$ cat src/hdl/lfu_pkg.sv
// Package for the LFU cache: defaults, word types, status codes, sequencer states.
// No dependencies.
package lfu_pkg;

	localparam int unsigned MAX_ENTRIES_DEF = 16;
	localparam int unsigned COUNT_BITS_DEF  = 32;
	localparam int unsigned CAP_BITS        = 5;

	localparam logic [1:0] STATUS_SET_DONE = 2'd0;
	localparam logic [1:0] STATUS_GET_HIT  = 2'd1;
	localparam logic [1:0] STATUS_GET_MISS = 2'd2;

	localparam logic ACTION_GET = 1'b0;
	localparam logic ACTION_SET = 1'b1;

	typedef struct packed {
		logic        action;
		logic [31:0] key;
		logic [63:0] value;
	} in_word_t;

	typedef struct packed {
		logic [1:0]  status;
		logic [63:0] read_value;
	} out_word_t;

	typedef enum logic [3:0] {
		ST_IDLE,
		ST_SCAN,
		ST_EV_A,
		ST_EV_B,
		ST_DN_L,
		ST_DN_R,
		ST_DN_C,
		ST_UP_A,
		ST_UP_C,
		ST_DONE
	} state_t;

endpackage

$ cat src/hdl/lfu_cache_min_heap_unit.sv
// LFU cache with use counts in a binary min-heap held in one synchronous memory.
// Depends on lfu_pkg.
//
// One word is handled at a time. The key scan reads one entry a cycle until a hit or
// the end of the occupied entries. A sift-down reads the left and the right child and
// compares at each level, and a sift-up reads the parent and compares at each level.
// A set that evicts moves the last entry to the root and sifts it down, for each evicted
// entry; a lowered capacity can make one set evict several entries. The result is then
// posted, and the next word is taken while the previous result waits in the output
// register.
module lfu_cache_min_heap_unit
	import lfu_pkg::*;
#(
	parameter int unsigned MAX_ENTRIES = MAX_ENTRIES_DEF,
	parameter int unsigned COUNT_BITS  = COUNT_BITS_DEF
) (
	input  logic                clk,
	input  logic                arst_n,
	input  logic                in_valid,
	output logic                in_ready,
	input  in_word_t            in_data,
	output logic                out_valid,
	input  logic                out_ready,
	output out_word_t           out_data,
	input  logic                cfg_valid,
	output logic                cfg_ready,
	input  logic [CAP_BITS-1:0] cfg_data
);

	localparam int unsigned IW = $clog2(MAX_ENTRIES);
	localparam int unsigned OW = $clog2(MAX_ENTRIES + 1);
	localparam int unsigned CW = IW + 2;
	localparam int unsigned KW = (CW > CAP_BITS) ? CW : CAP_BITS + 1;

	typedef struct packed {
		logic [31:0]           key;
		logic [COUNT_BITS-1:0] count;
		logic [63:0]           value;
	} entry_t;

	entry_t mem [MAX_ENTRIES];
	entry_t rdata_q;
	logic            rd_en, we;
	logic [IW-1:0]   raddr, waddr;
	entry_t          wdata;

	state_t state_q, state_d;
	in_word_t in_q;
	entry_t cur_q, lft_q, cur_inc;
	logic [IW-1:0] i_q, pidx_s1;
	logic pend_s1, evict_q;
	logic [OW-1:0] occ_q, scan_q;
	logic [CAP_BITS-1:0] cap_q;
	out_word_t res_q;
	out_word_t pend_q;
	logic out_valid_q;

	logic hit, scan_more, ev_need, dn_stop, up_swap, l_lt, r_lt, r_ok;
	logic [CW-1:0] l_idx, r_idx, occ_x, s_idx;
	logic [KW-1:0] cap_eff, occ_k;
	logic [IW-1:0] p_idx;
	entry_t best;

	always_comb begin
		occ_x   = CW'(occ_q);
		occ_k   = KW'(occ_q);
		l_idx   = {1'b0, i_q, 1'b1};
		r_idx   = CW'({i_q, 1'b0}) + CW'(2);
		r_ok    = r_idx < occ_x;
		p_idx   = (i_q - IW'(1)) >> 1;
		hit     = pend_s1 && (rdata_q.key == in_q.key);
		scan_more = scan_q < occ_q;
		if (cap_q == '0) begin
			cap_eff = KW'(1);
		end else if (KW'(cap_q) > KW'(MAX_ENTRIES)) begin
			cap_eff = KW'(MAX_ENTRIES);
		end else begin
			cap_eff = KW'(cap_q);
		end
		ev_need = (occ_k >= cap_eff) && (occ_q != '0);
		dn_stop = l_idx >= occ_x;
		l_lt    = lft_q.count < cur_q.count;
		best    = l_lt ? lft_q : cur_q;
		s_idx   = l_lt ? l_idx : CW'(i_q);
		r_lt    = r_ok && (rdata_q.count < best.count);
		if (r_lt) begin
			best  = rdata_q;
			s_idx = r_idx;
		end
		up_swap = rdata_q.count > cur_q.count;
		cur_inc = rdata_q;
		if (rdata_q.count != '1) begin
			cur_inc.count = rdata_q.count + COUNT_BITS'(1);
		end
	end

	always_comb begin
		state_d = state_q;
		unique case (state_q)
			ST_IDLE: begin
				if (in_valid) state_d = ST_SCAN;
			end
			ST_SCAN: begin
				if (hit) begin
					if (in_q.action == ACTION_SET && rdata_q.value != in_q.value) begin
						state_d = ST_UP_A;
					end else begin
						state_d = ST_DN_L;
					end
				end else if (!scan_more) begin
					state_d = (in_q.action == ACTION_SET) ? ST_EV_A : ST_DONE;
				end
			end
			ST_EV_A: state_d = ev_need ? ST_EV_B : ST_UP_A;
			ST_EV_B: state_d = ST_DN_L;
			ST_DN_L: begin
				if (dn_stop) state_d = evict_q ? ST_EV_A : ST_DONE;
				else state_d = ST_DN_R;
			end
			ST_DN_R: state_d = ST_DN_C;
			ST_DN_C: begin
				if (s_idx == CW'(i_q)) state_d = evict_q ? ST_EV_A : ST_DONE;
				else state_d = ST_DN_L;
			end
			ST_UP_A: state_d = (i_q == '0) ? ST_DONE : ST_UP_C;
			ST_UP_C: state_d = up_swap ? ST_UP_A : ST_DONE;
			ST_DONE: begin
				if (!out_valid_q || out_ready) state_d = ST_IDLE;
			end
			default: state_d = ST_IDLE;
		endcase
	end

	always_comb begin
		rd_en = 1'b0;
		raddr = '0;
		we    = 1'b0;
		waddr = i_q;
		wdata = cur_q;
		unique case (state_q)
			ST_SCAN: begin
				rd_en = !hit && scan_more;
				raddr = scan_q[IW-1:0];
			end
			ST_EV_A: begin
				rd_en = ev_need;
				raddr = IW'(occ_q - OW'(1));
			end
			ST_DN_L: begin
				rd_en = !dn_stop;
				raddr = l_idx[IW-1:0];
				we    = dn_stop;
			end
			ST_DN_R: begin
				rd_en = r_ok;
				raddr = r_idx[IW-1:0];
			end
			ST_DN_C: begin
				we    = 1'b1;
				wdata = best;
			end
			ST_UP_A: begin
				rd_en = i_q != '0;
				raddr = p_idx;
				we    = i_q == '0;
			end
			ST_UP_C: begin
				we    = 1'b1;
				wdata = up_swap ? rdata_q : cur_q;
			end
			default: ;
		endcase
	end

	assign in_ready  = state_q == ST_IDLE;
	assign cfg_ready = 1'b1;
	assign out_valid = out_valid_q;
	assign out_data  = res_q;

	always_ff @(posedge clk) begin
		if (we) mem[waddr] <= wdata;
		if (rd_en) rdata_q <= mem[raddr];
	end

	always_ff @(posedge clk or negedge arst_n) begin
		if (!arst_n) begin
			state_q     <= ST_IDLE;
			occ_q       <= '0;
			cap_q       <= CAP_BITS'(16);
			out_valid_q <= 1'b0;
			pend_s1     <= 1'b0;
			scan_q      <= '0;
			evict_q     <= 1'b0;
		end else begin
			state_q <= state_d;
			if (cfg_valid) cap_q <= cfg_data;
			if (state_q == ST_DONE && (!out_valid_q || out_ready)) out_valid_q <= 1'b1;
			else if (out_valid_q && out_ready) out_valid_q <= 1'b0;
			pend_s1 <= rd_en && state_q == ST_SCAN;
			unique case (state_q)
				ST_IDLE: begin
					scan_q  <= '0;
					evict_q <= 1'b0;
				end
				ST_SCAN: begin
					if (rd_en) scan_q <= scan_q + OW'(1);
				end
				ST_EV_A: begin
					evict_q <= ev_need;
					if (ev_need) occ_q <= occ_q - OW'(1);
					else occ_q <= occ_q + OW'(1);
				end
				default: ;
			endcase
		end
	end

	always_ff @(posedge clk) begin
		if (rd_en && state_q == ST_SCAN) pidx_s1 <= scan_q[IW-1:0];
		unique case (state_q)
			ST_IDLE: begin
				if (in_valid) in_q <= in_data;
			end
			ST_SCAN: begin
				if (hit) begin
					i_q <= pidx_s1;
					if (in_q.action == ACTION_SET && rdata_q.value != in_q.value) begin
						cur_q  <= '{key: in_q.key, count: COUNT_BITS'(1), value: in_q.value};
						pend_q <= '{status: STATUS_SET_DONE, read_value: '0};
					end else begin
						cur_q  <= cur_inc;
						pend_q <= (in_q.action == ACTION_GET)
							? '{status: STATUS_GET_HIT, read_value: rdata_q.value}
							: '{status: STATUS_SET_DONE, read_value: 64'd0};
					end
				end else if (!scan_more) begin
					pend_q <= (in_q.action == ACTION_GET)
						? '{status: STATUS_GET_MISS, read_value: 64'd0}
						: '{status: STATUS_SET_DONE, read_value: 64'd0};
				end
			end
			ST_EV_A: begin
				if (!ev_need) begin
					i_q   <= IW'(occ_q);
					cur_q <= '{key: in_q.key, count: COUNT_BITS'(1), value: in_q.value};
				end
			end
			ST_EV_B: begin
				cur_q <= rdata_q;
				i_q   <= '0;
			end
			ST_DN_R: lft_q <= rdata_q;
			ST_DN_C: i_q <= s_idx[IW-1:0];
			ST_UP_C: begin
				if (up_swap) i_q <= p_idx;
			end
			ST_DONE: begin
				if (!out_valid_q || out_ready) res_q <= pend_q;
			end
			default: ;
		endcase
	end

`ifndef ASSERT_OFF
	a_occ_bound: assert property (@(posedge clk) disable iff (!arst_n)
		occ_q <= OW'(MAX_ENTRIES))
		else $error("occupancy above depth");
	a_occ_step: assert property (@(posedge clk) disable iff (!arst_n)
		##1 (occ_q == $past(occ_q) || occ_q == $past(occ_q) + OW'(1)
			|| occ_q == $past(occ_q) - OW'(1)))
		else $error("occupancy jumped");
	a_busy: assert property (@(posedge clk) disable iff (!arst_n)
		in_valid && in_ready |=> state_q == ST_SCAN)
		else $error("accepted word not scanned");
	a_scan_addr: assert property (@(posedge clk) disable iff (!arst_n)
		state_q == ST_SCAN && rd_en |-> OW'(raddr) < occ_q)
		else $error("scan read beyond occupancy");
	a_write_addr: assert property (@(posedge clk) disable iff (!arst_n)
		we |-> (OW'(waddr) < occ_q) || (waddr == '0))
		else $error("write beyond occupancy");
`endif

endmodule

$ cat config.mk
export PLATFORM = sky130hd
export DESIGN_NAME = lfu_cache_min_heap_unit
export DESIGN_NICKNAME = d
export VERILOG_FILES = /design/src/hdl/lfu_pkg.sv /design/src/hdl/lfu_cache_min_heap_unit.sv
export SDC_FILE = /design/constraint.sdc
export NUM_CORES = 2
export LEC_CHECK = 0
export BUFFER_PORTS_ARGS = -buffer_cell sky130_fd_sc_hd__buf_2
export CAP_MARGIN = 0
export CORE_ASPECT_RATIO = 1.2
export CORE_MARGIN = 4
export CORE_UTILIZATION = 35
export DETAILED_ROUTE_END_ITERATION = 8
export PLACE_DENSITY = 0.59
export SETUP_SLACK_MARGIN = 0.1
export SLEW_MARGIN = 10
export SYNTH_ARGS = -nofsm -noshare
export SYNTH_HDL_FRONTEND = slang
export SYNTH_SLANG_ARGS = --single-unit
$ cat constraint.sdc
create_clock -name clk -period 20.6 [get_ports clk]
set_input_delay 6.18 -clock clk [delete_from_list [all_inputs] [get_ports clk]]
set_output_delay 6.18 -clock clk [all_outputs]
set_load 0.005 [all_outputs]
==> metrics.txt <==
count of instances resized after the clock tree is built=0; Critical Path Sink Type=output port; arrival time of the worst setup path=2.11 ns; Slew @ Worst Pin=1.259 ns; Worst Reg-to-Reg Cells=19; count of pins over their slew limit=0; Synth Net Count=7712; critical path startpoint category=register; register bit total from synthesis=2691; Critical path buffers and inverters=2; number of vias after detailed routing=65570; aggregate global routing overflow=0; antenna viol nets, final=0; internal reg-to-reg setup slack=13.03 ns; number of remaining DRC errors=0; clock root buffer=sky130_fd_sc_hd__clkbuf_16; worst r2r src=cur_q[75]; MaxCap Viol Count=0; number of input and output port buffers inserted=174; Reg clk slew, reported paths=0.06 ns; Area Growth Syn to Fin=13.49%; master of the slowest instance on the critical path=sky130_fd_sc_hd__dfrtp_1; EDFF count, synth=2669; sequential-to-total area share from yosys stat=73.76%; cells taking the most area after synthesis=sky130_fd_sc_hd__edfxtp_1 (73%), sky130_fd_sc_hd__a211oi_1 (4.4%), sky130_fd_sc_hd__nand2_1 (3.8%); Mean Syn Cell Area=14.62 µm²; worst ir drop on vdd=203.5 µV; final sum of negative setup slack=0 ns; Final Hold Fails=0; Chip Height=620.4 µm; Fmax achieved=120.6 MHz; placeable core region=310800 µm²; dominant cell by count in the synthesized netlist=sky130_fd_sc_hd__edfxtp_1; IO Pins=176; total of endpoints with negative setup slack in the final report=0; top_reg_cell synth=sky130_fd_sc_hd__edfxtp_1; Worst Hold Launch=pend_q[47]; met3 demand-to-capacity share in global routing=2.446%; critical path, cell by cell=nor4_1 -> buf_4 -> buf_2; minimum clock period after layout=8.291 ns; remaining max-slew budget at the tightest pin=16.09%; Post-CTS Hold Buffers=0; via density per instance=5.537; busiest grt layer=met2; Distinct cells, synth=71; met1 track demand over resource=23.95%; area leader, netlist=sky130_fd_sc_hd__edfxtp_1; Initial Util=35.20%; clk_lat worst skew=0.85 ns; RD Place Congestion=0.8319; Tot GR Track Use=17.44%; result of the run=finished, final reports clean; Reg2Reg Capture Point=mem[14][85]; required time reported for the critical path endpoint=14.42 ns; total half-perimeter wirelength after legalization and detailed placement=143100 µm; CTS H-tree depth=5; top cell type's share of synthesized area=73.26%; most frequent cells after synthesis=sky130_fd_sc_hd__edfxtp_1 (2669), sky130_fd_sc_hd__nand2_1 (1104), sky130_fd_sc_hd__a211oi_1 (646), sky130_fd_sc_hd__clkbuf_1 (396), sky130_fd_sc_hd__and2_0 (394); total wire length=292000 µm; met2 GRT Util=28.79%; number of global-route vias before repair=63540; Leakage Power=39.26 nW; share of final-layout standard cells stronger than drive strength 1=10.89%; hold endpoint=out_data[47]; number of buffers created by CTS=296; count of synthesis-stage warnings from yosys=0; first-pass GRT wire length=424900 µm; biggest fanout along the worst timing path=18; largest buffer count on any clock path=4; first-pass iteration count of the detailed router=6; first-iteration detailed-routing DRC count=6482; Die Outline Area=321600 µm²; pre-CTS worst setup slack=12.29 ns; setup repair after global routing missed its margin=no; Hold/Removal Path Class=register to register; TritonCTS clock tree=built; die width=518.4 µm; wire length per cell after detailed routing=24.65 µm; largest net degree at the start of global routing=231; Post-CTS Setup Bufs=0; critical path's largest stage delay=0.57 ns; share of flip-flops with an asynchronous set or reset after synthesis=0.8175%; Core Util, Final=39.94%; worst hold path cell count=0; worst hold-check slack=0.3968 ns; Power Dens Cells=160.6 nW/µm²; Post-Syn Instances=7485; Worst Setup Slack, final=12.31 ns; maximum clock skew at final layout=0.06478 ns; Final Net Count=7781; post-layout total power=19.94 mW; number of placement rows=224; Critical Setup Path Class=register to output port; period utilization=40.25%; Syn Std Cell Area=109400 µm²; Layout fillers=28050; category of cells accounting for the largest share of critical-path delay=flip-flops; initial antenna violation count=7; count of clock tree sinks=2691
==> registers in the layout, summed over array words and instances (netlist names), 5 cells and up <==
register	flops
mem	2048
cur_q	128
lft_q	128
in_q	97
cur_inc	96
out_data	66
pend_q	66
rdata_q	32
cap_q	5
occ_q	5
scan_q	5
==> stage by stage <==
step                      cell area (µm²)  std cells
after floorplan                    109400       7485
after global placement             114700      11320
after detailed placement           114700      11320
after CTS                          124100      11840
after global routing               124200      11840
final                              124200      11840
==> worst reg2reg max path, stage by stage (launching register included) <==
cell,delay (ns)
sky130_fd_sc_hd__edfxtp_1,0.38
sky130_fd_sc_hd__inv_1,0.11
sky130_fd_sc_hd__ha_1,0.25
sky130_fd_sc_hd__a21oi_1,0.17
sky130_fd_sc_hd__o21ai_0,0.12
sky130_fd_sc_hd__a221oi_1,0.57
sky130_fd_sc_hd__a31oi_2,0.27
sky130_fd_sc_hd__nor2_4,0.12
sky130_fd_sc_hd__buf_4,0.63
sky130_fd_sc_hd__a21oi_1,0.27
sky130_fd_sc_hd__ha_1,0.38
sky130_fd_sc_hd__nand4_1,0.13
sky130_fd_sc_hd__nor3_1,0.42
sky130_fd_sc_hd__nand3_1,0.21
sky130_fd_sc_hd__nor4_1,0.61
sky130_fd_sc_hd__nand3_2,0.31
sky130_fd_sc_hd__a31oi_4,0.28
sky130_fd_sc_hd__buf_12,0.71
sky130_fd_sc_hd__o22ai_1,0.23
sky130_fd_sc_hd__a21oi_1,0.97
==> worst max path at each step <==
stage,from,end,slack [ns],cells past startpoint
after floorplan,cap_q[2],cur_q[0],4.56,12
after global placement,in_valid,in_q[46],12.35,3
after detailed placement,in_valid,in_q[50],12.29,3
after CTS,state_q[1],in_ready,12.26,3
after global routing,state_q[1],in_ready,12.21,3
final,state_q[1],in_ready,12.31,3
==> layout make-up <==
class,count,area (µm²),area share [%]
Sequential cell,2691,80700,65.00
Antenna cell,2,5.005,0.004031
Multi-Input combinational cell,4226,26740,21.54
Clock inverter,160,1603,1.291
Inverter,57,219.0,0.1764
Tap cell,4068,5090,4.100
Timing Repair Buffer,282,1969,1.586
Clock buffer,356,7824,6.302
==> metal layers <==
layer	share of wire, %	vias up
met5	0.0045	-
met4	2.9	2
met3	6.3	491
met2	48	2272
met1	43	33610
li1	-	29200
==> power breakdown <==
part           switching (mW)  leakage (nW)  total (mW)  internal, mW
combinational            4.60          10.2        6.46          1.87
sequential              0.463          24.5        8.29          7.83
clock                    2.11          4.58        5.18          3.07
total                    7.17          39.3        19.9          12.8
==> cell families after synthesis <==
logic type	after synthesis	share of synthesized area, %
flip-flops	2691	73.76
AND/OR/NAND/NOR	2065	9.056
AO/OA/AOI/OAI	1828	11.81
buffers and inverters	568	2.067
adder cells (fa/ha/maj)	120	1.372
XOR/XNOR	109	0.8726
multiplexers	103	1.058
other	1	0.003428
==> layout by cell type (no fill, tap or decap), types with 56 or more instances in the layout <==
master                      count
sky130_fd_sc_hd__a31oi_1      265
sky130_fd_sc_hd__buf_4         85
sky130_fd_sc_hd__clkbuf_16    305
sky130_fd_sc_hd__and2_1       183
sky130_fd_sc_hd__buf_2        174
sky130_fd_sc_hd__xor2_1        67
sky130_fd_sc_hd__o21ai_0       68
sky130_fd_sc_hd__nor2b_1      106
sky130_fd_sc_hd__ha_1         120
sky130_fd_sc_hd__a211oi_1     646
sky130_fd_sc_hd__a311oi_1     257
sky130_fd_sc_hd__nor2_1        83
sky130_fd_sc_hd__edfxtp_1    2669
sky130_fd_sc_hd__a221o_1       98
sky130_fd_sc_hd__and2_0       394
sky130_fd_sc_hd__mux2_2       101
sky130_fd_sc_hd__nand2_1     1104
sky130_fd_sc_hd__a21oi_1      360
sky130_fd_sc_hd__inv_1         56
Power figures use the tool's default switching activity.
